File: src/design/crot_ram.sv
// ----------------------------------------------------------------------------
// crot_ram
// generic single write port, single read port ram with registered read
// ----------------------------------------------------------------------------
module crot_ram #(
    parameter int WIDTH = 8,
    parameter int DEPTH = 16
) (
    input  logic                     i_clk,
    input  logic                     i_we,
    input  logic [$clog2(DEPTH)-1:0] i_waddr,
    input  logic [WIDTH-1:0]         i_wdata,
    input  logic [$clog2(DEPTH)-1:0] i_raddr,
    output logic [WIDTH-1:0]         o_rdata
);

    logic [WIDTH-1:0] r_mem [DEPTH];
    logic [WIDTH-1:0] r_rdata;

    always_ff @(posedge i_clk) begin
        if (i_we) begin
            r_mem[i_waddr] <= i_wdata;
        end
        r_rdata <= r_mem[i_raddr];
    end

    assign o_rdata = r_rdata;

endmodule

File: config.mk
export PLATFORM = sky130hd
export DESIGN_NAME = crot_ram
export DESIGN_NICKNAME = d
export VERILOG_FILES = /design/src/design/crot_ram.sv
export SDC_FILE = /design/constraint.sdc
export NUM_CORES = 1
export LEC_CHECK = 0
export BUFFER_PORTS_ARGS = -buffer_cell sky130_fd_sc_hd__buf_2
export CORE_MARGIN = 2
export CORE_UTILIZATION = 65
export DETAILED_ROUTE_END_ITERATION = 8
export PLACE_DENSITY = 0.84
export RECOVER_POWER = 50
export SYNTH_ARGS = -nofsm -noshare
export SYNTH_HDL_FRONTEND = slang
export SYNTH_SLANG_ARGS = --single-unit
File: constraint.sdc
create_clock -name i_clk -period 3.5 [get_ports i_clk]
set_input_delay 0.175 -clock i_clk [delete_from_list [all_inputs] [get_ports i_clk]]
set_output_delay 0.175 -clock i_clk [all_outputs]
set_load 0.01 [all_outputs]
==> summary.txt, run 1 <==
Status - finished clean
HP Class - primary input to register
HP Start - i_waddr[0]
Number of global-route vias before repair - 2371
Diodes inserted - 0
Startpoint types - primary input
Lkg Pwr - 0.00193 µW
Achievable frequency - 591 MHz
Worst Path Required - 3.60 ns
Grt ovf - 0
Hold path cells - 2
Avg WL per Cell - 24.8 µm
Final min period - 1.69 ns
Grt met2 use - 36.5%
Dpl hpwl - 5.67 mm
Final setup viols - 0
CTS Sinks - 136
Power Dens Cells - 600 mW/mm²
Fillers - 428
Peak supply drop - 0.512 mV
CP endpoint kind - register
DRT Pass-1 Iters - 4
M3 GR Usage - 6.29%
Gr usage total - 24.6%
Area fraction of the dominant cell type after synthesis - 74.7%
GRT busiest layer - met1
Row cnt - 32
Layout cell share with drive strength beyond 1 - 22.9%
CP Class - primary input to register
Setup ws final - 1.81 ns
Initial antenna violation count - 0
Worst r2r path cells - 3
Grt met1 use - 36.7%
Post-DRT Antenna Nets - 0
Maxcap violations - 0
CP top delay family - simple AND/OR/NAND/NOR gates
Synth area leader - edfxtp_1
Worst r2r src - r_mem[8][3]
Final weighted congestion in routability-driven placement - 0.791
CTS tree - done
Worst R2R Setup Slack - 2.04 ns
CTS max path bufs - 2
Synth-to-Final Area Change - 13.5%
H-Tree Depth - 4
Max-slew headroom - 14.6%
Crit Path Max Fanout - 8
Sequential cell area fraction in the yosys report - 77.8%
Crit path buffers/inverters - 1
Worst slew pin tran - 1.27 ns
Final wirelength - 9.45 mm
Via count - 2405
CTS Buf Count - 17
Die H - 93.0 µm
PostCTS Resize Cnt - 0
Fin crit share - 48.3%
Slew Limit Fails - 0
CP max stage delay - 0.98 ns
Post-CTS setup buffers - 0
CP arrival - 1.79 ns
Reg-to-Reg End - o_rdata[3]
Core area - 0.00769 mm²
Drt first-iter violations - 302
Via density - 6.31
Hold Fails Final Rpt - 0
Commonest non-fill, non-tap cells in the layout - 128 x edfxtp_1, 18 x mux4_2, 16 x a22oi_1, 16 x clkbuf_16, 16 x buf_2
Crit path max-delay cell type - nor3_1
Synthesized area - 0.00515 mm²
Starting density of the core - 67.0%
Clock-pin slew on the worst setup and hold paths - 0.06 ns
Seq cells post-synth - 136
Finished Layout Cells - 381
Die Span X - 93.0 µm
First-pass GRT wire length - 14.4 mm
Port Buf Inserts - 25
Synth Area per Inst - 22.5 µm²
Hold endpoint - r_mem[12][5]
RSZ-0062 raised after global routing - false
CP Cell Sequence - buf_2 > or3b_2 > nor3_1
Cell count after synthesis - 229
Clk_lat worst skew - 0.50 ns
Post-synth cell types - 19
Die area - 0.00865 mm²
CTS Hold Buffers Added - 0
Core Util, Final - 76.0%
Remaining DRCs - 0
Largest net degree at the start of global routing - 33
Placed insts - 349
IO Pins - 26
Pre-CTS WS - 1.33 ns
Layout Skew - 0.00794 ns
Setup TNS Final - 0 ns
Ranking of synthesized cells by area - edfxtp_1 75%, mux4_2 7.9%, mux4_1 7.1%
Synth warn - 0
Final #Nets - 284
Commonest non-fill, non-tap cell in the layout - edfxtp_1
Mapped Nets - 247
CTS Root Cell - clkbuf_8
where the power goes:
part | switching, µW | total [µW] | leakage, µW | internal, µW
Combinational | 96.8 | 161 | 0.000458 | 64.0
Clock | 595 | 1510 | 0.000251 | 913
Sequential | 12.7 | 1840 | 0.00122 | 1820
Total | 704 | 3500 | 0.00193 | 2800
Yosys cell counts, drive strengths merged:
cell type	n
or3b	1
nand3b	2
dfxtp	8
and2b	1
nand3	1
nor3	4
nand2	9
nor2b	1
buf	7
nand2b	2
edfxtp	128
and2	1
a22oi	16
clkdlybuf4s25	3
mux4	32
nor2	13
worst max path at each step:
stage	slack, ns	startpoint	depth (start not counted)	to
4_1_cts	1.80	i_waddr[2]	3	r_mem[0][1]
3_5_place_dp	1.33	i_raddr[0]	5	o_rdata[2]
6_report	1.81	i_waddr[2]	3	r_mem[0][5]
2_1_floorplan	1.83	i_waddr[2]	2	r_mem[0][0]
5_1_grt	1.77	i_waddr[2]	3	r_mem[0][3]
3_3_place_gp	1.38	i_raddr[0]	5	o_rdata[2]
cell families (layout without fill, tap and decap cells):
logic type             Yosys count  in the layout  synth area share [%]
AND/OR/NAND/NOR                 35             35                  3.18
multiplexers                    32             32                  15.0
AO/OA/AOI/OAI                   16             16                  2.33
buffers and inverters           10             60                  1.68
flip-flops                     136            136                  77.8
cell type report:
class,count,area [µm²],area share [%]
sequential,136,4000,68.5
multi-input combinational,83,1060,18.2
clock buffer,22,463,7.92
timing repair buffer,28,133,2.27
tap,102,128,2.18
clock inverter,10,53.8,0.921
routing by layer:
layer,vias up,part of all wire [%]
li1,1054,-
met1,1220,42
met2,123,49
met3,8,7.4
met4,0,1.2
met5,-,0
worst register-to-register path, stage by stage (launching register included):
cell	delay [ns]
edfxtp_1	0.37
mux4_1	0.49
a22oi_1	0.31
nand2_1	0.15
state kept, by name (all words and copies together) (netlist names):
| name | cells |
|---|---|
| o_rdata | 8 |
| r_mem | 128 |
per-stage QoR:
step / hold slack (ns) / total power, µW / instance area [µm²]
2_1_floorplan: 0.274 / 1960 / 5150
3_3_place_gp: 0.566 / 2020 / 5340
3_5_place_dp: 0.569 / 2030 / 5340
4_1_cts: 0.0419 / 3520 / 5860
5_1_grt: 0.179 / 3600 / 5840
6_report: 0.176 / 3500 / 5840
Power figures use the tool's default switching activity.
==> run 2: changes to the inputs <==
Settings changed: ABC_AREA set to 1, CORE_UTILIZATION 65 to 61, PLACE_DENSITY 0.84 to 0.79.
Clock period 3.5 ns to 1.6 ns, I/O delays scaled along.
==> summary.txt, run 2 <==
Uppermost routed layer - met4
Synth async-reset ratio - 0% (unchanged)
Hold Fails Final Rpt - 0 (unchanged)
CTS Buf Count - 17 (unchanged)
Synthesized area - 0.00577 mm² (+12%)
CP max stage delay - 0.55 ns (-0.43 ns)
PostCTS Resize Cnt - 0 (unchanged)
Via density - 5.50 (-13%)
HP Start - i_raddr[2]
Commonest non-fill, non-tap cell in the layout - nand2_1
Most frequent cells after synthesis - 173 x nand2_1, 128 x edfxtp_1, 100 x inv_1
Max-slew headroom - 34.5% (+20 points)
Hold path cells - 4 (+2)
Hold endpoint - o_rdata[6]
H-Tree Depth - 4 (unchanged)
Post-synth cell types - 12 (-7)
Status - finished clean
Switching pwr - 1810 µW (+160%)
Drt first-iter violations - 432 (+43%)
Maxcap violations - 0 (unchanged)
Final min period - 1.41 ns
Register with the most flip-flops - r_mem
CTS max path bufs - 2 (unchanged)
CP arrival - 1.82 ns (+0.03 ns)
Largest net degree at the start of global routing - 65 (+97%)
CP Cell Sequence - nand2_1 > nand2_1 > nand2_1 > nand3_1 > nand3_1 > dlygate4sd3_1 > nand2_1
Crit Path Max Fanout - 1 (-7)
Diodes inserted - 0 (unchanged)
Met3 wire len - 1.02 mm (+46%)
Via count - 3984 (+66%)
Met2 Wirelength - 6.88 mm (+48%)
Commonest non-fill, non-tap cells in the layout - 173 x nand2_1, 128 x edfxtp_1, 100 x inv_1
Port Buf Inserts - 25 (unchanged)
Main synth FF type - edfxtp_1
CTS tree - done
Crit path max-delay cell type - dlygate4sd3_1
Die area - 0.0102 mm² (+19%)
Seq cells post-synth - 136 (unchanged)
Avg WL per Cell - 18.5 µm (-26%)
Initial antenna violation count - 0 (unchanged)
Die Span X - 101 µm (+8.9%)
Sequential cell area fraction in the yosys report - 69.4% (-8.4 points)
Final wirelength - 13.4 mm (+42%)
Startpoint types - register
Achievable frequency - 707 MHz
Multi-input gate area - 0.00121 mm² (+14%)
Synth-to-Final Area Change - 15.8%
Switching Share - 21.6% (+1.5 points)
Synth area leader - edfxtp_1
Mapped Nets - 569 (+130%)
Final setup viols - 0 (unchanged)
Synth warn - 0 (unchanged)
Number of global-route vias before repair - 3897 (+64%)
Peak supply drop - 0.945 mV (+85%)
Register area - 0.00400 mm² (unchanged)
Final weighted congestion in routability-driven placement - 0.807 (+2.0%)
Cell count after synthesis - 551 (+140%)
Gr usage total - 27.9% (+3.4 points)
Pre-CTS WS - 0.396 ns (-0.937 ns)
First-pass GRT wire length - 20.6 mm (+43%)
Slew Limit Fails - 0 (unchanged)
Max FFs per register - 128 (unchanged)
Grt ovf - 0 (unchanged)
CP endpoint kind - register
Reg-to-Reg End - o_rdata[7]
Dpl hpwl - 7.65 mm (+35%)
HP Class - primary input to register
Combinational share of power - 6.2% (+1.6 points)
Core area - 0.00920 mm² (+20%)
Post-DRT Antenna Nets - 0 (unchanged)
Worst r2r src - r_mem[11][7]
IO Pins - 26 (unchanged)
Post-CTS setup buffers - 0 (unchanged)
Worst Path Required - 2.00 ns (-1.60 ns)
Post-synth EDFFs - 128 (unchanged)
Layout cell share with drive strength beyond 1 - 9.28% (-14 points)
Worst r2r path cells - 7 (+4)
Most frequent cell after synthesis - nand2_1
Worst R2R Setup Slack - 0.19 ns (-1.85 ns)
Power share of the clock group - 45.8% (+2.8 points)
Synth Area per Inst - 10.5 µm² (-53%)
RSZ-0062 raised after global routing - false
CTS Root Cell - clkbuf_8
Die H - 101 µm (+8.9%)
Int Power - 6550 µW (+130%)
Fin crit share - 88.4%
CP Class - register to register
Metal-1 WL - 5.20 mm (+30%)
Remaining DRCs - 0 (unchanged)
Row cnt - 35 (+9.4%)
Clk_lat worst skew - 0.51 ns (about the same)
Lkg Pwr - 0.00288 µW (+49%)
Layout Skew - 0.00673 ns (-0.00121 ns)
DRT Pass-1 Iters - 5 (+1)
Ranking of synthesized cells by area - edfxtp_1 67%, nand2_1 11%, nand3_1 8.4%
CTS Sinks - 136 (unchanged)
Final #Nets - 619 (+120%)
Cell mode on critical path - nand2_1
Sequential share of power - 48.0% (-4.4 points)
Power Dens Cells - 1250 mW/mm² (+110%)
CTS Hold Buffers Added - 9 (+9)
Clock-pin slew on the worst setup and hold paths - 0.06 ns (about the same)
Starting density of the core - 62.7% (-4.3 points)
Worst slew pin tran - 0.983 ns (-0.288 ns)
Setup ws final - 0.185 ns (-1.62 ns)
Setup TNS Final - 0 ns (unchanged)
Fillers - 628 (+47%)
Area fraction of the dominant cell type after synthesis - 66.7% (-8.0 points)
==> run 2: worst max path at each step <==
stage	depth (start not counted)	from	to
final	7	r_mem[11][7]	o_rdata[7]
after global routing	7	r_mem[8][7]	o_rdata[7]
after CTS	7	r_mem[13][7]	o_rdata[7]
after detailed placement	5	i_raddr[2]	o_rdata[7]
after global placement	5	i_raddr[2]	o_rdata[7]
after floorplan	2	i_waddr[2]	r_mem[10][0]
==> run 2: through the flow <==
step | hold slack [ns] | utilization (%) | cells | cell area [µm²] | power, µW
5_1_grt | 0.0633 | 72.6 | 725 | 6680 | 8580
6_report | 0.0790 | 72.6 | 725 | 6680 | 8360
4_1_cts | 0.0152 | 73.3 | 725 | 6740 | 8380
3_5_place_dp | 0.454 | 65.9 | 684 | 6060 | 4580
2_1_floorplan | 0.179 | - | 551 | 5770 | 4370
3_3_place_gp | 0.433 | 65.9 | 684 | 6060 | 4550
==> run 2: critical path, delay by kind of cell (launching register included) <==
| kind | cells | cell delay [ns] |
|---|---|---|
| buffers and inverters | 1 | 0.55 |
| AND/OR/NAND/NOR | 6 | 0.39 |
| flip-flops | 1 | 0.37 |
==> run 2: area by class of cell <==
cell class                 count  area share, %
inverter                     102           5.73
timing repair buffer          55           5.28
tap                          111           2.08
multi-input combinational    289           18.2
sequential                   136           59.9
clock inverter                12           2.29
clock buffer                  20           6.52
==> run 2: layer usage <==
layer | global-route usage, % | up-vias
li1 | - | 1878
met1 | 35.4 | 1897
met2 | 48.0 | 180
met3 | 6.69 | 29
met4 | 8.73 | 0
met5 | 0 | -
==> run 2: kinds of logic (layout without fill, tap and decap cells) <==
logic type / Yosys count / after routing / synth area share, %
simple gates: 289 / 289 / 21.0
flops: 136 / 136 / 69.4
buf+inv: 126 / 189 / 9.52
==> run 2: power by group through the flow <==
| stage | registers (µW) | clock network, µW | logic (µW) |
|---|---|---|---|
| after detailed placement | 4080 | 0 | 494 |
| final | 4010 | 3830 | 517 |
| after global routing | 4020 | 4000 | 565 |
| after CTS | 4010 | 3850 | 520 |
| after global placement | 4080 | 0 | 476 |
| after floorplan | 4090 | 0 | 281 |
==> run 3: changes to the inputs <==
Settings changed: CORE_MARGIN 2 to unset, SETUP_SLACK_MARGIN set to 0.3.
==> summary.txt, run 3 (same netlist as run 2, synthesis figures left out) <==
Maxcap violations - 0 (unchanged)
Final setup viols - 0 (unchanged)
DRT Pass-1 Iters - 5 (unchanged)
Crit path buffers/inverters - 1 (unchanged)
CP arrival - 1.04 ns (-0.78 ns)
Worst Path Required - 1.52 ns (-0.48 ns)
Grt ovf - 0 (unchanged)
GRT busiest layer - met2
Crit. path cell count - 1 (-6)
Core area - 0.00920 mm² (unchanged)
CP endpoint kind - output pin
Die area - 0.00985 mm² (-3.9%)
Power Dens Cells - 1200 mW/mm² (-4.0%)
Final #Nets - 622 (+0.48%)
Die Span X - 99.2 µm (-2.0%)
Hold Fails Final Rpt - 0 (unchanged)
Fillers - 645 (+2.7%)
CP Cell Sequence - buf_2
Diodes inserted - 0 (unchanged)
Avg WL per Cell - 17.6 µm (-4.7%)
Placed insts - 687 (+0.44%)
Die H - 99.2 µm (-2.0%)
Final min period - 1.12 ns (-0.296 ns)
Worst r2r path cells - 6 (-1)
Commonest non-fill, non-tap cells in the layout - 173 x nand2_1, 128 x edfxtp_1, 100 x inv_1
CTS Root Cell - clkbuf_8
M3 GR Usage - 6.75% (+0.052 points)
CP Class - register to output pin
Clk_lat worst skew - 0.52 ns (about the same)
Post-DRT Antenna Nets - 0 (unchanged)
PostCTS Resize Cnt - 0 (unchanged)
Starting density of the core - 62.7% (unchanged)
Finished Layout Cells - 727 (+0.28%)
Grt met2 use - 45.5% (-2.6 points)
Peak supply drop - 0.734 mV (-22%)
CTS Buf Count - 17 (unchanged)
HP Class - primary input to register
Synth-to-Final Area Change - 14.8%
Commonest non-fill, non-tap cell in the layout - nand2_1
Startpoint types - register
CP top delay family - flip-flops
Worst slew pin tran - 0.834 ns (-0.149 ns)
Slew Limit Fails - 0 (unchanged)
Largest net degree at the start of global routing - 47 (-28%)
Layout Skew - 0.00612 ns (-0.000608 ns)
Port Buf Inserts - 25 (unchanged)
Post-CTS setup buffers - 0 (unchanged)
Via density - 5.43 (-1.2%)
Number of global-route vias before repair - 3949 (+1.3%)
Critical Path End - o_rdata[6]
Crit Path Max Fanout - 1 (unchanged)
CTS tree - done
Row cnt - 35 (unchanged)
Register with the most flip-flops - r_mem
Dpl hpwl - 7.96 mm (+4.0%)
Layout cell share with drive strength beyond 1 - 9.42% (+0.13 points)
Lkg Pwr - 0.00284 µW (-1.3%)
CP max stage delay - 0.37 ns (-0.18 ns)
Grt met1 use - 36.7% (+1.3 points)
Drt first-iter violations - 365 (-16%)
Max FFs per register - 128 (unchanged)
Reg-to-Reg End - o_rdata[5]
Fin crit share - 69.9% (-19 points)
CTS Sinks - 136 (unchanged)
Remaining DRCs - 0 (unchanged)
CTS max path bufs - 2 (unchanged)
IO Pins - 26 (unchanged)
Clock-pin slew on the worst setup and hold paths - 0.06 ns (about the same)
Worst R2R Setup Slack - 0.58 ns (+0.39 ns)
Final wirelength - 12.8 mm (-4.5%)
Gr usage total - 28.2% (+0.29 points)
Worst r2r src - r_mem[6][5]
Achievable frequency - 894 MHz (+26%)
Critical path origin - o_rdata[6]
H-Tree Depth - 4 (unchanged)
Status - finished clean
Crit path max-delay cell type - dfxtp_1
Final weighted congestion in routability-driven placement - 0.882 (+9.2%)
First-pass GRT wire length - 20.0 mm (-2.7%)
Max-slew headroom - 44.4% (+9.9 points)
Initial antenna violation count - 0 (unchanged)
RSZ-0062 raised after global routing - false
Setup TNS Final - 0 ns (unchanged)
Via count - 3947 (-0.93%)
Worst Hold Slack - 0.124 ns (+0.0455 ns)
## run 3: cell types whose count changed in the layout (fill, tap and decap cells not counted), sizes merged
cell,change
buf,+2
bufinv,-2
clkbuf,-1
clkinv,-1
clkinvlp,+4
## run 3: how the worst min path moves through the flow
stage	cells after the start	from	slack, ns	end
6_report	5	i_raddr[2]	0.12	o_rdata[2]
5_1_grt	5	i_raddr[2]	0.15	o_rdata[2]
3_5_place_dp	3	i_raddr[3]	0.46	o_rdata[2]
4_1_cts	5	i_raddr[2]	0.10	o_rdata[2]
3_3_place_gp	3	i_raddr[3]	0.45	o_rdata[2]
2_1_floorplan	0	i_wdata[0]	0.18	r_mem[0][0]
## run 3: repair_timing
item / in CTS / in global routing
endpoints found under the hold margin: 136 / 0
endpoints found under the setup margin: 0 / 0
hold buffers: 9 / 0
## run 3: power by group
group          total, µW  switching [µW]  internal, µW
combinational        505             349           157
sequential          4020            31.0          3980
clock               3430            1400          2030
total               7950            1780          6170
## run 3: layout make-up
cell class / count / area [µm²] / area share, %
flip-flops and latches: 136 / 4000 / 60.5
well taps: 111 / 139 / 2.10
clock inverters: 13 / 109 / 1.64
clock buffers: 18 / 418 / 6.31
inverters: 102 / 383 / 5.78
multi-input cells: 289 / 1210 / 18.3
repair buffers: 58 / 354 / 5.35
## run 3: routing by layer
metal / part of all wire [%] / up-vias / routed length (µm)
met2: 49 / 175 / 6240
met3: 7.5 / 32 / 953
met4: 2.9 / 0 / 372
li1: - / 1882 / -
met1: 41 / 1858 / 5220
met5: 0 / - / 0
## run 3: per-stage QoR
step / setup WS, ns / utilization (%) / area (µm²) / total power, µW
after floorplan: 0.569 / - / 5770 / 4370
after global placement: 0.386 / 66.0 / 6070 / 4560
after detailed placement: 0.362 / 66.0 / 6070 / 4580
after CTS: 0.448 / 72.7 / 6690 / 7990
after global routing: 0.462 / 72.0 / 6620 / 8160
final: 0.481 / 72.0 / 6620 / 7950
