$ cat config.mk
export PLATFORM = sky130hd
export DESIGN_NAME = crot_queue
export DESIGN_NICKNAME = d
export VERILOG_FILES = /design/src/design/crot_pkg.sv /design/src/design/crot_queue.sv
export SDC_FILE = /design/constraint.sdc
export NUM_CORES = 1
export LEC_CHECK = 0
export ABC_AREA = 1
export BUFFER_PORTS_ARGS = -buffer_cell sky130_fd_sc_hd__buf_4
export CORE_ASPECT_RATIO = 0.5
export CORE_MARGIN = 1.5
export CORE_UTILIZATION = 40
export CTS_BUF_LIST = sky130_fd_sc_hd__clkbuf_16
export DETAILED_ROUTE_END_ITERATION = 6
export GPL_TIMING_DRIVEN = 1
export PLACE_DENSITY = 0.7
export SLEW_MARGIN = 40
export SYNTH_ARGS = -nofsm -noshare
export SYNTH_HDL_FRONTEND = slang
export SYNTH_SLANG_ARGS = --single-unit
export TNS_END_PERCENT = 100
$ cat constraint.sdc
create_clock -name i_clk -period 11.3 [get_ports i_clk]
set_clock_uncertainty 0.2 [all_clocks]
set_input_delay 1.13 -clock i_clk [delete_from_list [all_inputs] [get_ports i_clk]]
set_output_delay 1.13 -clock i_clk [all_outputs]
set_load 0.03 [all_outputs]
$ cat src/design/crot_pkg.sv
// ----------------------------------------------------------------------------
// crot_pkg
// shared constants, codes and types of the chained range translation block
// ----------------------------------------------------------------------------
package crot_pkg;

    localparam int STAGES  = 7;
    localparam int ENTRIES = 64;
    localparam int VALUE_W = 32;
    localparam int CMD_W   = 2;
    localparam int STAGE_W = 3;
    localparam int SLOT_W  = 6;

    localparam int DEPTH   = STAGES * ENTRIES;
    localparam int ADDR_W  = $clog2(DEPTH);
    localparam int IDX_W   = (ENTRIES > 1) ? $clog2(ENTRIES) : 1;

    localparam int QDEPTH  = 2;
    localparam int QPTR_W  = $clog2(QDEPTH);

    typedef enum logic [CMD_W-1:0] {
        CMD_WRITE = 2'd0,
        CMD_XLATE = 2'd1,
        CMD_CLEAR = 2'd2,
        CMD_NONE  = 2'd3
    } t_cmd;

    typedef enum logic [1:0] {
        OP_WRITE,
        OP_XLATE,
        OP_CLEAR,
        OP_NONE
    } t_op;

    typedef struct packed {
        logic               active;
        logic [VALUE_W-1:0] src;
        logic [VALUE_W-1:0] dst;
        logic [VALUE_W-1:0] len;
    } t_entry;

    localparam int ENTRY_W = $bits(t_entry);

    typedef struct packed {
        t_op                op;
        logic [ADDR_W-1:0]  addr;
        t_entry             entry;
        logic [VALUE_W-1:0] point;
    } t_job;

    typedef struct packed {
        logic full;
        logic empty;
    } t_q_stat;

    typedef struct packed {
        logic clearing;
    } t_back_stat;

endpackage

$ cat src/design/crot_queue.sv
// ----------------------------------------------------------------------------
// crot_queue
// short job fifo between the decode front and the execution back
// ----------------------------------------------------------------------------
module crot_queue (
    input  logic                    i_clk,
    input  logic                    i_rst_n,
    input  logic                    i_push,
    input  crot_pkg::t_job          i_job,
    input  logic                    i_pop,
    output crot_pkg::t_job          o_job,
    output crot_pkg::t_q_stat       o_stat
);

    crot_pkg::t_job              r_mem [crot_pkg::QDEPTH];
    logic [crot_pkg::QPTR_W-1:0] r_wr_ptr;
    logic [crot_pkg::QPTR_W-1:0] r_rd_ptr;
    logic [crot_pkg::QPTR_W:0]   r_count;

    assign o_job        = r_mem[r_rd_ptr];
    assign o_stat.full  = (r_count == (crot_pkg::QPTR_W+1)'(crot_pkg::QDEPTH));
    assign o_stat.empty = (r_count == '0);

    always_ff @(posedge i_clk) begin
        if (!i_rst_n) begin
            r_wr_ptr <= '0;
            r_rd_ptr <= '0;
            r_count  <= '0;
        end else begin
            if (i_push) begin
                r_mem[r_wr_ptr] <= i_job;
                r_wr_ptr        <= r_wr_ptr + 1'b1;
            end
            if (i_pop) begin
                r_rd_ptr <= r_rd_ptr + 1'b1;
            end
            if (i_push && !i_pop) begin
                r_count <= r_count + 1'b1;
            end else if (!i_push && i_pop) begin
                r_count <= r_count - 1'b1;
            end
        end
    end

endmodule

==> results, run 1 <==
- The run finished with clean final reports.
- Total power for the finished layout comes to roughly 2.4 mW.
- Counting instances, the worst hold path has a depth of 2.
- The global-route congestion overflow total is 0.
- The worst hold path belongs to the class register to register.
- The number of antenna violations at the first check in global routing came to 0.
- Across the run, the number of max-cap violations was 0.
- After detailed routing, the number of vias per cell comes to 4.67.
- After detailed routing, the total wire length is approximately 22 mm.
- The worst setup path is captured at a primary output.
- Buffers inserted during clock tree synthesis total 27.
- The post-CTS resize count is 0.
- The largest incremental delay on the critical path is 0.75 ns.
- The worst hold path begins at r_wr_ptr.
- The post-route netlist has between 50% and 60% of its cells at a drive strength greater than 1.
- Including well taps, the total number of placed cells is 1097.
- The relative slew slack is around 45%.
- Counting every sink on the clock net gives 285.
- When the netlist entered floorplanning its net count stood at just over 600.
- The number of buffers on the longest clock path is 3.
- By startpoint and endpoint, the worst setup path is classified as register to primary output.
- During synthesis, Yosys emitted a total of 0 warnings.
- The minimum setup slack among reg-to-reg paths is about 8.7 ns.
- For this run, the top clock speed supported by timing is approximately 0.25 GHz.
- The post-DP HPWL is around 15 mm.
- The pin count of the biggest net entering global routing is 141.
- The power per cell area is ~170 nW/µm².
- The cell at the root of the clock tree is sky130_fd_sc_hd__clkbuf_16.
- Routability-driven placement finished with a final weighted congestion of between 0.8 and 0.9.
- Clock latency on the worst-skew pair, taken at its later pin, is ~0.53 ns.
- Walking the worst path, the cells encountered are buf_4 -> mux2_2 -> buf_4.
- The final clock period utilization by the worst path is between 30% and 40%.
- Buffers added to address setup during post-CTS repair amount to 0.
- The floorplan step defined a die boundary enclosing 27900 µm².
- The library cell with the highest instance count after synthesis is sky130_fd_sc_hd__edfxtp_1.
- The pre-antenna-repair detailed-routing pass consisted of 4 iterations.
- The clock period could shrink to approximately 4.0 ns.
- The clock transition at the registers of the reported paths is 0.07 ns.
- The cell count after synthesis is 470.
- After the first detailed-routing iteration, the DRC count stood at between 300 and 400.
- The biggest area contributor in the post-synthesis netlist is sky130_fd_sc_hd__edfxtp_1.
- The share of synthesized registers carrying an async set or reset is 0%.
- Setup repair after global routing left no endpoint under its margin.
- The most used flip-flop cell after synthesis is sky130_fd_sc_hd__edfxtp_1.
- In the post-synthesis netlist, the biggest area contributors are sky130_fd_sc_hd__edfxtp_1, sky130_fd_sc_hd__mux2_4, sky130_fd_sc_hd__mux2_2, sky130_fd_sc_hd__buf_6, sky130_fd_sc_hd__dfxtp_1.
- The average instance in the mapped netlist occupies between 20 and 25 µm².
- The post-synthesis sequential element count is 285.
- TritonCTS built the clock tree.
- The portion of the post-synthesis area used by sequential elements is approximately four fifths.
- The post-route antenna net violation count is 0.
- The number of remaining DRC errors is 0.
- The total negative slack is 0 ns.
- For the worst flop-to-flop path, the logic depth is 4.
- The multi-input combinational cells in the finished layout cover a total of 2070 µm².
- The initial utilization of the core area, before any placement, comes to between 40% and 50%.
- The die boundary width is 235 µm.
- The count of placed standard cells in the final layout, fillers left out is between 1000 and 1500.
- In this run, post-CTS hold repair placed 0 buffers.
- The area occupied by registers is approximately 8500 µm².
- The vias after detailed routing is ~5400.
- On the critical path, the stage with the largest delay is an instance of sky130_fd_sc_hd__buf_4.
- The via count of the first global-routing pass was ~5700.
- The distinct cell type count after synthesis is 17.
- The area of the core region is 26400 µm².
- The number of endpoints with negative hold slack in the final report is 0.
- Global routing used between 10% and 20% of the available tracks across all layers.
- The maximum fanout count along the critical path is 44.
- The analysis attributes to cell leakage a power of between 5 and 6 nW.
- In the final routed layout, each cell accounts on average for a little under 20 µm.
- The layout has between 2000 and 2500 filler cells.
- The floorplan die height is 119 µm.
- The number of antenna diodes is 0.
- From synthesis to final layout, the design area changed by 31.6%.
- The startpoint type of the worst setup path is a register.
- The net count reported at finish is 920.
- The area share of the largest cell type after synthesis is between 70 and 80%.
- The final setup violation count is 0.
- The worst-case hold path end point is r_wr_ptr.
- Pin placement for this block handled around 290 I/O pins.
- The initialized floorplan defines 42 standard-cell rows.
- The number of pins exceeding their max-slew limit in the final report is 0.
- In this run, synthesis inferred 280 flip-flops with an integrated enable.
- The first global-routing pass estimated 32.8 mm of wire.
- The deepest level of the CTS H-tree is 1.
- VDD sags by at most approximately 0.11 mV.
- Among the stages of the critical path, the cell type that occurs most often is sky130_fd_sc_hd__buf_4.
- The capture instance of the worst register-to-register path is r_mem[1][124].
- The commonest cells after synthesis are sky130_fd_sc_hd__edfxtp_1, sky130_fd_sc_hd__mux2_4, sky130_fd_sc_hd__mux2_2, sky130_fd_sc_hd__buf_6, sky130_fd_sc_hd__inv_1.
- The transition at the pin with the smallest max-transition slack is 0.832 ns.
- The synthesized netlist occupies a cell area of around 11000 µm².
- At the worst endpoint, the required time is roughly 10 ns.
- The port buffer count is roughly 290.
- In this run the critical register-to-register path is launched from r_wr_ptr.
- For the worst setup path, the data arrival time is 2.63 ns.
## worst max path at each step
stage                    end  slack (ns)
2_1_floorplan    r_mem[0][0]        3.42
3_3_place_gp      o_job[133]        7.69
3_5_place_dp   r_mem[1][124]        7.74
4_1_cts            o_job[10]        7.27
5_1_grt            o_job[10]        7.19
6_report           o_job[10]        7.34
## critical path: cells and delay by family, from the launching register on
kind	cells	cell delay, ns
buf+inv	2	0.92
flops	1	0.71
mux	1	0.42
## logic make-up (layout without fill, tap and decap cells)
logic type	count (synthesis)	after routing	share of synthesized area [%]
fa+ha+maj	1	1	0.116
buf+inv	25	350	1.79
compound gates	3	3	0.140
xor+xnor	1	1	0.0815
mux	140	140	18.2
simple gates	15	15	0.570
flops	285	285	79.1
## metal layers
metal  GRT usage [%]  wire length (µm)  vias to the layer above
met5               0                 0                        -
met4            5.80               719                        0
met3            2.53               688                       48
met2            30.4             12700                      119
met1            16.7              8140                     2735
li1                -                 -                     2456
## per-stage QoR
stage | setup slack, ns | hold WS [ns] | area [µm²] | util (%)
CTS | 7.27 | 0.268 | 14100 | 53.4
global route | 7.19 | 0.300 | 14100 | 53.5
finish | 7.34 | 0.268 | 14100 | 53.5
detailed placement | 7.74 | 0.258 | 13300 | 50.1
floorplan | 3.42 | 0.243 | 10800 | -
global placement | 7.69 | 0.251 | 13300 | 50.1
## state kept, by name, summed over array words and instances (netlist names), named ones only
signal and flops:
r_mem 280, r_count 2, r_wr_ptr 1, r_rd_ptr 1
## report_power, final
| group | internal (mW) | leakage, nW | switching (mW) | total (mW) |
|---|---|---|---|---|
| registers | 1.20 | 2.61 | 0.0149 | 1.22 |
| logic | 0.155 | 2.40 | 0.180 | 0.335 |
| clock network | 0.504 | 0.436 | 0.383 | 0.887 |
## layout make-up
type	instances	area share, %
flip-flops and latches	285	60.2
repair buffers	292	15.8
multi-input cells	160	14.6
clock buffers	27	4.78
well taps	352	3.11
clock inverters	22	1.31
inverters	9	0.239
## layout by cell type (no fill, tap or decap)
cell	n
sky130_fd_sc_hd__a21oi_1	2
sky130_fd_sc_hd__buf_12	1
sky130_fd_sc_hd__buf_16	1
sky130_fd_sc_hd__buf_4	289
sky130_fd_sc_hd__buf_6	1
sky130_fd_sc_hd__bufinv_16	3
sky130_fd_sc_hd__clkbuf_16	27
sky130_fd_sc_hd__clkinv_1	6
sky130_fd_sc_hd__clkinv_2	8
sky130_fd_sc_hd__clkinvlp_4	1
sky130_fd_sc_hd__dfxtp_1	4
sky130_fd_sc_hd__dfxtp_4	1
sky130_fd_sc_hd__edfxtp_1	280
sky130_fd_sc_hd__ha_1	1
sky130_fd_sc_hd__inv_1	11
sky130_fd_sc_hd__inv_6	2
sky130_fd_sc_hd__mux2_2	40
sky130_fd_sc_hd__mux2_4	100
sky130_fd_sc_hd__nand2_1	6
sky130_fd_sc_hd__nand3_1	1
sky130_fd_sc_hd__nand4_1	1
sky130_fd_sc_hd__nor2_1	5
sky130_fd_sc_hd__nor2_4	1
sky130_fd_sc_hd__nor3_4	1
sky130_fd_sc_hd__o21ai_0	1
sky130_fd_sc_hd__xnor2_1	1
(Power assumes the default switching activity.)
==> run 2, diff against run 1 <==
ABC_AREA = 0   (was 1)
PLACE_DENSITY = 0.67   (was 0.7)
clock period = 4.13 ns   (was 11.3 ns; I/O delays follow)
==> results, run 2 <==
- The flow ran to the end, and the final reports show no timing, DRC or antenna violations.
- The number of buffers on the longest clock path is 3.
- The portion of the post-synthesis area used by sequential elements is about four fifths.
- The share of synthesized registers carrying an async set or reset is 0%.
- The count of placed standard cells including taps is 1089.
- By area the synthesized netlist is led by sky130_fd_sc_hd__edfxtp_1, sky130_fd_sc_hd__mux2_4, sky130_fd_sc_hd__mux2_2, sky130_fd_sc_hd__buf_6, sky130_fd_sc_hd__dfxtp_1.
- sky130_fd_sc_hd__edfxtp_1 takes more of the synthesized area than any other cell.
- In this run the cell area of the synthesized design comes to 10700 µm².
- The post-synthesis compound-gate area fraction is 0.117%.
- The latest clock arrival within the worst-skew pair is ~0.54 ns.
- The largest incremental delay on the critical path is around 0.66 ns.
- The I/O pin count is about 290.
- The final weighted congestion of routability-driven global placement is approximately 0.75.
- The data arrival time of the worst path is between 2 and 2.5 ns.
- Cells fill between 50% and 60% of the core in the end.
- The maximum ir drop on the vdd rail is between 0.2 and 0.3 mV.
- The worst path in the final design needs a cycle of about 2.9 ns, including I/O delays and setup.
- The post-place setup slack is ~1.8 ns.
- Entering global routing, the biggest net connects 75 pins.
- At the end of the flow, the number of nets in the layout was 1054.
- The largest register by flop count is r_mem.
- The number of pins exceeding their max-slew limit in the final report is 0.
- The post-route antenna net violation count is 0.
- Data on the critical path is required at its endpoint by about 3.5 ns.
- The commonest non-fill, non-tap cell in the layout is sky130_fd_sc_hd__buf_4.
- The floorplan die height is between 100 and 150 µm.
- The worst setup path is captured at a primary output.
- In the final routed layout, each cell accounts on average for 18.3 µm.
- Global routing consumed, over all layers together, between 10% and 20% of the routing resources.
- Row generation in the floorplan step produced 42 rows.
- The die area is roughly 28000 µm².
- On the critical path, the stage with the largest delay is an instance of sky130_fd_sc_hd__dfxtp_4.
- Buffers inserted to repair hold after CTS numbered 143.
- Counting flops with a built-in enable in the synthesized netlist gives 280.
- The area share of xor/xnor cells in the synthesized design is less than 1%.
- The number of buffers created by CTS is 27.
- The worst pin sits at a relative slew slack of 54.6%.
- The final setup violation count is 0.
- Of the total power, registers draw ~48%.
- The internal power is between 5 and 6 mW.
- The number of antenna violations at the first check in global routing came to 0.
- The library cell with the highest instance count after synthesis is sky130_fd_sc_hd__edfxtp_1.
- The maximum fanout count along the critical path is 30.
- The first global-routing pass estimated ~35 mm of wire.
- After clock tree synthesis, the clock-pin slew on the worst setup and hold paths is about 0.06 ns.
- The main combinational cell family by area after synthesis is multiplexers.
- The post-synthesis adder-cell area fraction is 0.117%.
- Summing the areas of all and, or, nand and nor instances in the mapped netlist gives less than 1% of the synthesized area.
- The area growth from synthesis to final layout is 45.3%.
- The reported leakage power is a little over 6 nW.
- After layout, the worst setup slack is 1.25 ns.
- Once the floorplan was initialized, standard cells occupied between 40% and 50% of the core.
- Averaged over all synthesized cells, the footprint is around 23 µm².
- The transition at the pin with the smallest max-transition slack is between 0.6 and 0.7 ns.
- The largest registers in the layout are r_mem (280), r_count (2).
- The number of antenna diodes is 0.
- Of the available clock period, the critical path in the final layout requires 69.7%.
- Traced cell by cell, the critical path runs through buf_4 -> mux2_2 -> buf_4.
- The power spent charging and discharging nets is 1.65 mW.
- During placement, the flow inserted port buffers numbering approximately 290.
- TritonCTS built the clock tree.
- The clock drives 285 sinks.
- The vias after detailed routing is 5842.
- The library cells used most frequently in the layout, excluding fill and tap cells, are sky130_fd_sc_hd__buf_4, sky130_fd_sc_hd__edfxtp_1, sky130_fd_sc_hd__dlygate4sd3_1.
- The number of remaining DRC errors is 0.
- In this run the number of H-tree levels came out at 1.
- In the synthesized netlist, the cells that appear most often are sky130_fd_sc_hd__edfxtp_1, sky130_fd_sc_hd__mux2_4, sky130_fd_sc_hd__mux2_2, sky130_fd_sc_hd__buf_6, sky130_fd_sc_hd__dfxtp_1.
- The number of endpoints with negative hold slack in the final report came to 0.
- The cell repeated most along the worst path is sky130_fd_sc_hd__buf_4.
- The count of placed standard cells in the final layout, fillers left out is ~1300.
- The path class of the tightest hold or removal check is input pin to register.
- The share of cell area taken by muxes after synthesis is between 15 and 20%.
- The number of flip-flops under the largest register name is 280.
- The most used flip-flop cell after synthesis is sky130_fd_sc_hd__edfxtp_1.
- The post-synthesis sequential element count is 285.
- The detailed router finished its first iteration with around 290 violations.
- The startpoint type of the worst setup path is a register.
- The post-CTS resize count is 0.
- Across the run, the number of max-cap violations was 0.
- The die boundary width is between 200 and 250 µm.
- The setup path with the least slack is of type register to primary output.
- The via count of the first global-routing pass is between 6000 and 7000.
- The portion of total power attributed to combinational logic is between 10% and 20%.
- Setup repair after global routing left no endpoint under its margin.
- The maximum operating frequency is approximately 0.35 GHz.
- The total detailed-routing wirelength is ~23 mm.
- In this run the post-CTS setup repair buffer count came out at 0.
- Using the TritonRoute via totals, the vias-per-cell ratio works out to between 4 and 5.
- The core region is 26400 µm².
- The tree is rooted in a sky130_fd_sc_hd__clkbuf_16.
- Synthesis produced a netlist with a net count of between 600 and 700.
- After synthesis, the netlist uses 19 different library cells.
- The cell count after synthesis is between 400 and 500.
- The switching part of the total is between 20% and 30%.
- The synthesized design devotes to its leading area cell type ~80% of total area.
- The share of total power in the clock network is 36.1%.
- The total negative slack is 0 ns.
- After global routing the overflow that remains totals 0.
- The power per cell area is approximately 440 nW/µm².
- The post-DP HPWL is around 15 mm.
- Yosys printed 0 warnings.
- The ratio of cells with drive above 1 in the final layout is roughly half.
- Hold timing on the final database bottoms out at a slack of ~0.032 ns.
- The first-pass detailed-route iteration total is 4.
-- run 2: changes by cell type in the layout (fill, tap and decap cells not counted), moves of 4 or more --
cell                            delta
sky130_fd_sc_hd__and2_1            +4
sky130_fd_sc_hd__dlygate4sd3_1   +143
sky130_fd_sc_hd__inv_1             -9
sky130_fd_sc_hd__nor2_1            -4
sky130_fd_sc_hd__nand2_1           -5
-- run 2: power groups by stage --
stage	combinational, mW	clock (mW)	sequential, mW
global route	1.13	2.69	3.36
detailed placement	0.969	0	3.41
floorplan	0.612	0	3.39
CTS	1.09	2.57	3.35
global placement	0.958	0	3.40
finish	1.08	2.50	3.35
-- run 2: final cells by class --
cell class | instances | area, µm²
inverters | 1 | 3.75
well taps | 352 | 440
clock buffers | 27 | 676
multi-input cells | 157 | 2080
repair buffers | 437 | 3690
clock inverters | 19 | 203
flip-flops and latches | 285 | 8510
fillers | 1941 | 10800
-- run 2: metrics by stage --
step,instance area [µm²],total power [mW]
floorplan,10700,4.01
CTS,15600,7.01
detailed placement,13300,4.38
finish,15600,6.92
global placement,13300,4.36
global route,15600,7.17
-- run 2: metal layers --
metal	part of all wire, %	GRT usage (%)	up-vias
li1	-	-	2716
met1	36	17.6	2938
met2	56	31.8	121
met3	3.2	3.48	67
met4	4.6	7.43	0
met5	0	0	-
-- run 2: final timing paths --
check | endpoint | depth (start not counted) | startpoint | slack [ns]
min reg2reg | r_count[1] | 2 | r_count[1] | 0.34
min | r_wr_ptr | 3 | i_push | 0.03
max | o_job[125] | 3 | register | 1.25
max reg2reg | r_mem[1][82] | 2 | r_wr_ptr | 1.98
-- run 2: logic make-up (layout without fill, tap and decap cells) --
logic type / count (synthesis) / in the layout
compound gates: 2 / 2
xor+xnor: 4 / 4
fa+ha+maj: 1 / 1
buf+inv: 17 / 484
flops: 285 / 285
mux: 140 / 140
simple gates: 10 / 10
-- run 2: worst max-delay path, delay by kind of cell (launching register included) --
kind,cells,cell delay (ns)
DFF,1,0.66
muxes,1,0.40
buffers and inverters,2,0.63
==> run 3, diff against run 2 <==
clock period = 2.7 ns   (was 4.13 ns; I/O delays follow)
==> results, run 3 (synthesis gave the netlist of run 2 again) <==
- The flow ran to the end, and the final reports show no timing, DRC or antenna violations.
- The met1 layer wirelength in the final routing is 8.60 mm.
- The met3 layer wire length in the routed design is 691 µm.
- STA classifies the critical path endpoint as a primary output.
- Setup repair after global routing left no endpoint under its margin.
- After detailed routing, no signal wire sits above met4.
- Setup violations remaining at the end of the flow were counted as 0.
- Summed over all nets, the half-perimeter wirelength after detailed placement is about 15 mm.
- The initial utilization of the core area, before any placement, comes to between 40% and 50%.
- TritonCTS created 26 clock buffers.
- The average via count per standard cell is around 4.6.
- Routability-driven placement finished with a final weighted congestion of about 0.76.
- The layout has around 2000 filler cells.
- The worst setup path is of the register to primary output kind.
- The portion of total power attributed to combinational logic is approximately 16%.
- The reported leakage power is just over 6 nW.
- The routed design uses 13.3 mm of met2 wire.
- In this run the count of I/O pins placed on the die edge is about 290.
- The ratio of cells with drive above 1 in the final layout is approximately half.
- The data arrival time of the worst path is ~2.0 ns.
- The analysis attributes to net switching a power of 2.45 mW.
- Ranked by flip-flop count, first place goes to r_mem.
- The clock transition at the registers of the reported paths is 0.06 ns.
- Internal power comes to between 7 and 8 mW.
- The global-route congestion overflow total is 0.
- The core region is ~26000 µm².
- The completed layout was analyzed and its total power is ~10 mW.
- The share of total power in the clock network is 34.3%.
- The worst hold path belongs to the class input pin to register.
- Cells fill 59.0% of the core in the end.
- The hold slack is 0.261 ns.
- In this run the power density over the cells is approximately 660 nW/µm².
- Max-cap violations in this run came to 0.
- The die area is about 28000 µm².
- The port buffer count is ~290.
- In this run the deepest clock path goes through 3 buffers.
- The worst-case IR drop observed on VDD is around 0.45 mV.
- The average wire length per cell after detail routing is 18.4 µm.
- The first detailed-routing pass ran for 4 iterations.
- The number of antenna violations at the first check in global routing is 3.
- The vias after detailed routing is between 5000 and 6000.
- For this run, the top clock speed supported by timing is 0.399 GHz.
- The global-route wire length before repair is between 30 and 40 mm.
- The number of flip-flops under the largest register name is 280.
- Once detail routing completed, the nets flagged for antenna violations numbered 0.
- The commonest non-fill, non-tap cell in the layout is sky130_fd_sc_hd__buf_4.
- The die is 119 µm tall.
- The maximum fanout count along the critical path is slightly below 90.
- The required time of the critical path is between 2 and 2.5 ns.
- TritonCTS built the clock tree.
- The deepest level of the CTS H-tree is 1.
- The number of endpoints with negative hold slack in the final report came to 0.
- The finished cells cover between 15000 and 20000 µm².
- Leaving out fill and tap cells, the most frequent cells in the layout are sky130_fd_sc_hd__buf_4, sky130_fd_sc_hd__edfxtp_1, sky130_fd_sc_hd__dlygate4sd3_1.
- The later pin in the worst-skew pair is clocked with a latency of 0.53 ns.
- The final setup slack of the worst path is between 0.15 and 0.2 ns.
- Net switching is between 20% and 30% of the power.
- Counting cells, the worst reg-to-reg path comes to 2.
- After detailed placement, the total cell area comes to between 10000 and 15000 µm².
- Measured along the x axis, the die boundary spans roughly 230 µm.
- For this run, design rule violations remaining after detail routing come to 0.
- For this run, the total global-route usage over all layers was measured as between 15 and 20%.
- The worst setup path is launched from a register.
- The number of sinks handled by clock tree synthesis is 285.
- The minimum period implied by the final worst setup slack is between 2 and 3 ns.
- The pin count of the biggest net entering global routing is 90.
- The number of pins exceeding their max-slew limit in the final report is 0.
- The count of standard-cell rows is 42.
- The post-place setup slack is around 0.74 ns.
- The net count of the finished layout is about 1100.
- The via count of the first global-routing pass is 6419.
- In the final layout, the registers with the most flip-flops are r_mem (280), r_count (2).
- Along the worst hold path, the cell count comes to 2.
- Relative to the synthesized area, the layout overhead comes to 45.3%.
- The DRC marker count from the first detailed-route iteration is between 200 and 300.
- The tree is rooted in a sky130_fd_sc_hd__clkbuf_16.
- Headroom to the max-slew limit came out at between 50% and 60%.
- The total detailed-routing wirelength is ~24 mm.
- The transition at the pin with the smallest max-transition slack is just over 0.7 ns.
- Of the available clock period, the critical path in the final layout requires 92.7%.
- Sequential cells account for between 40% and 50% of the total power.
## run 3: changes by cell type in the layout (fill, tap and decap cells not counted), sizes merged
cell,before,now
inv,4,5
clkinvlp,0,1
clkinv,12,10
diode,0,3
bufinv,4,2
buf,294,293
dlygate4sd3,143,144
## run 3: what timing repair did
item	CTS	global route
endpoints found under the setup margin	0	0
resized for setup	0	0
buffers inserted	0	0
endpoints found under the hold margin	292	0
hold buffers	144	0
## run 3: per-layer routing
metal / vias to the layer above / GRT usage, %
met3: 57 / 3.27
met1: 2966 / 17.6
met5: - / 0
met4: 0 / 7.35
met2: 121 / 31.8
li1: 2713 / -
## run 3: final cells by class
type / count / area [µm²] / area share (%)
Sequential cell: 285 / 8510 / 54.6
Timing Repair Buffer: 437 / 3730 / 23.9
Multi-Input combinational cell: 157 / 2100 / 13.4
Clock buffer: 27 / 676 / 4.33
Tap cell: 352 / 440 / 2.82
Clock inverter: 17 / 134 / 0.858
Antenna cell: 3 / 7.51 / 0.0481
Inverter: 1 / 3.75 / 0.0241
## run 3: path summary, 6_finish.rpt
check             start       endpoint  slack [ns]
max reg2reg    r_wr_ptr  r_mem[0][119]        1.06
min            i_job[8]    r_mem[0][8]        0.26
max            register     o_job[116]        0.20
min reg2reg  r_count[1]     r_count[1]        0.32
## run 3: power by group through the flow
stage | registers (mW) | logic [mW] | clock network [mW]
6_report | 5.10 | 1.68 | 3.54
5_1_grt | 5.11 | 1.75 | 3.82
4_1_cts | 5.10 | 1.69 | 3.66
3_5_place_dp | 5.20 | 1.51 | 0
3_3_place_gp | 5.19 | 1.48 | 0
2_1_floorplan | 5.19 | 0.937 | 0
## run 3: critical path: stages, from the launching register on
cell and delay [ns]:
sky130_fd_sc_hd__dfxtp_4 0.37, sky130_fd_sc_hd__buf_12 0.45, sky130_fd_sc_hd__mux2_4 0.36, sky130_fd_sc_hd__buf_4 0.17
## run 3: stage by stage
stage          cells  setup TNS, ns
6_report        1279              0
5_1_grt         1279              0
4_1_cts         1276              0
3_5_place_dp    1088              0
3_3_place_gp    1088              0
2_1_floorplan    459         -48.56
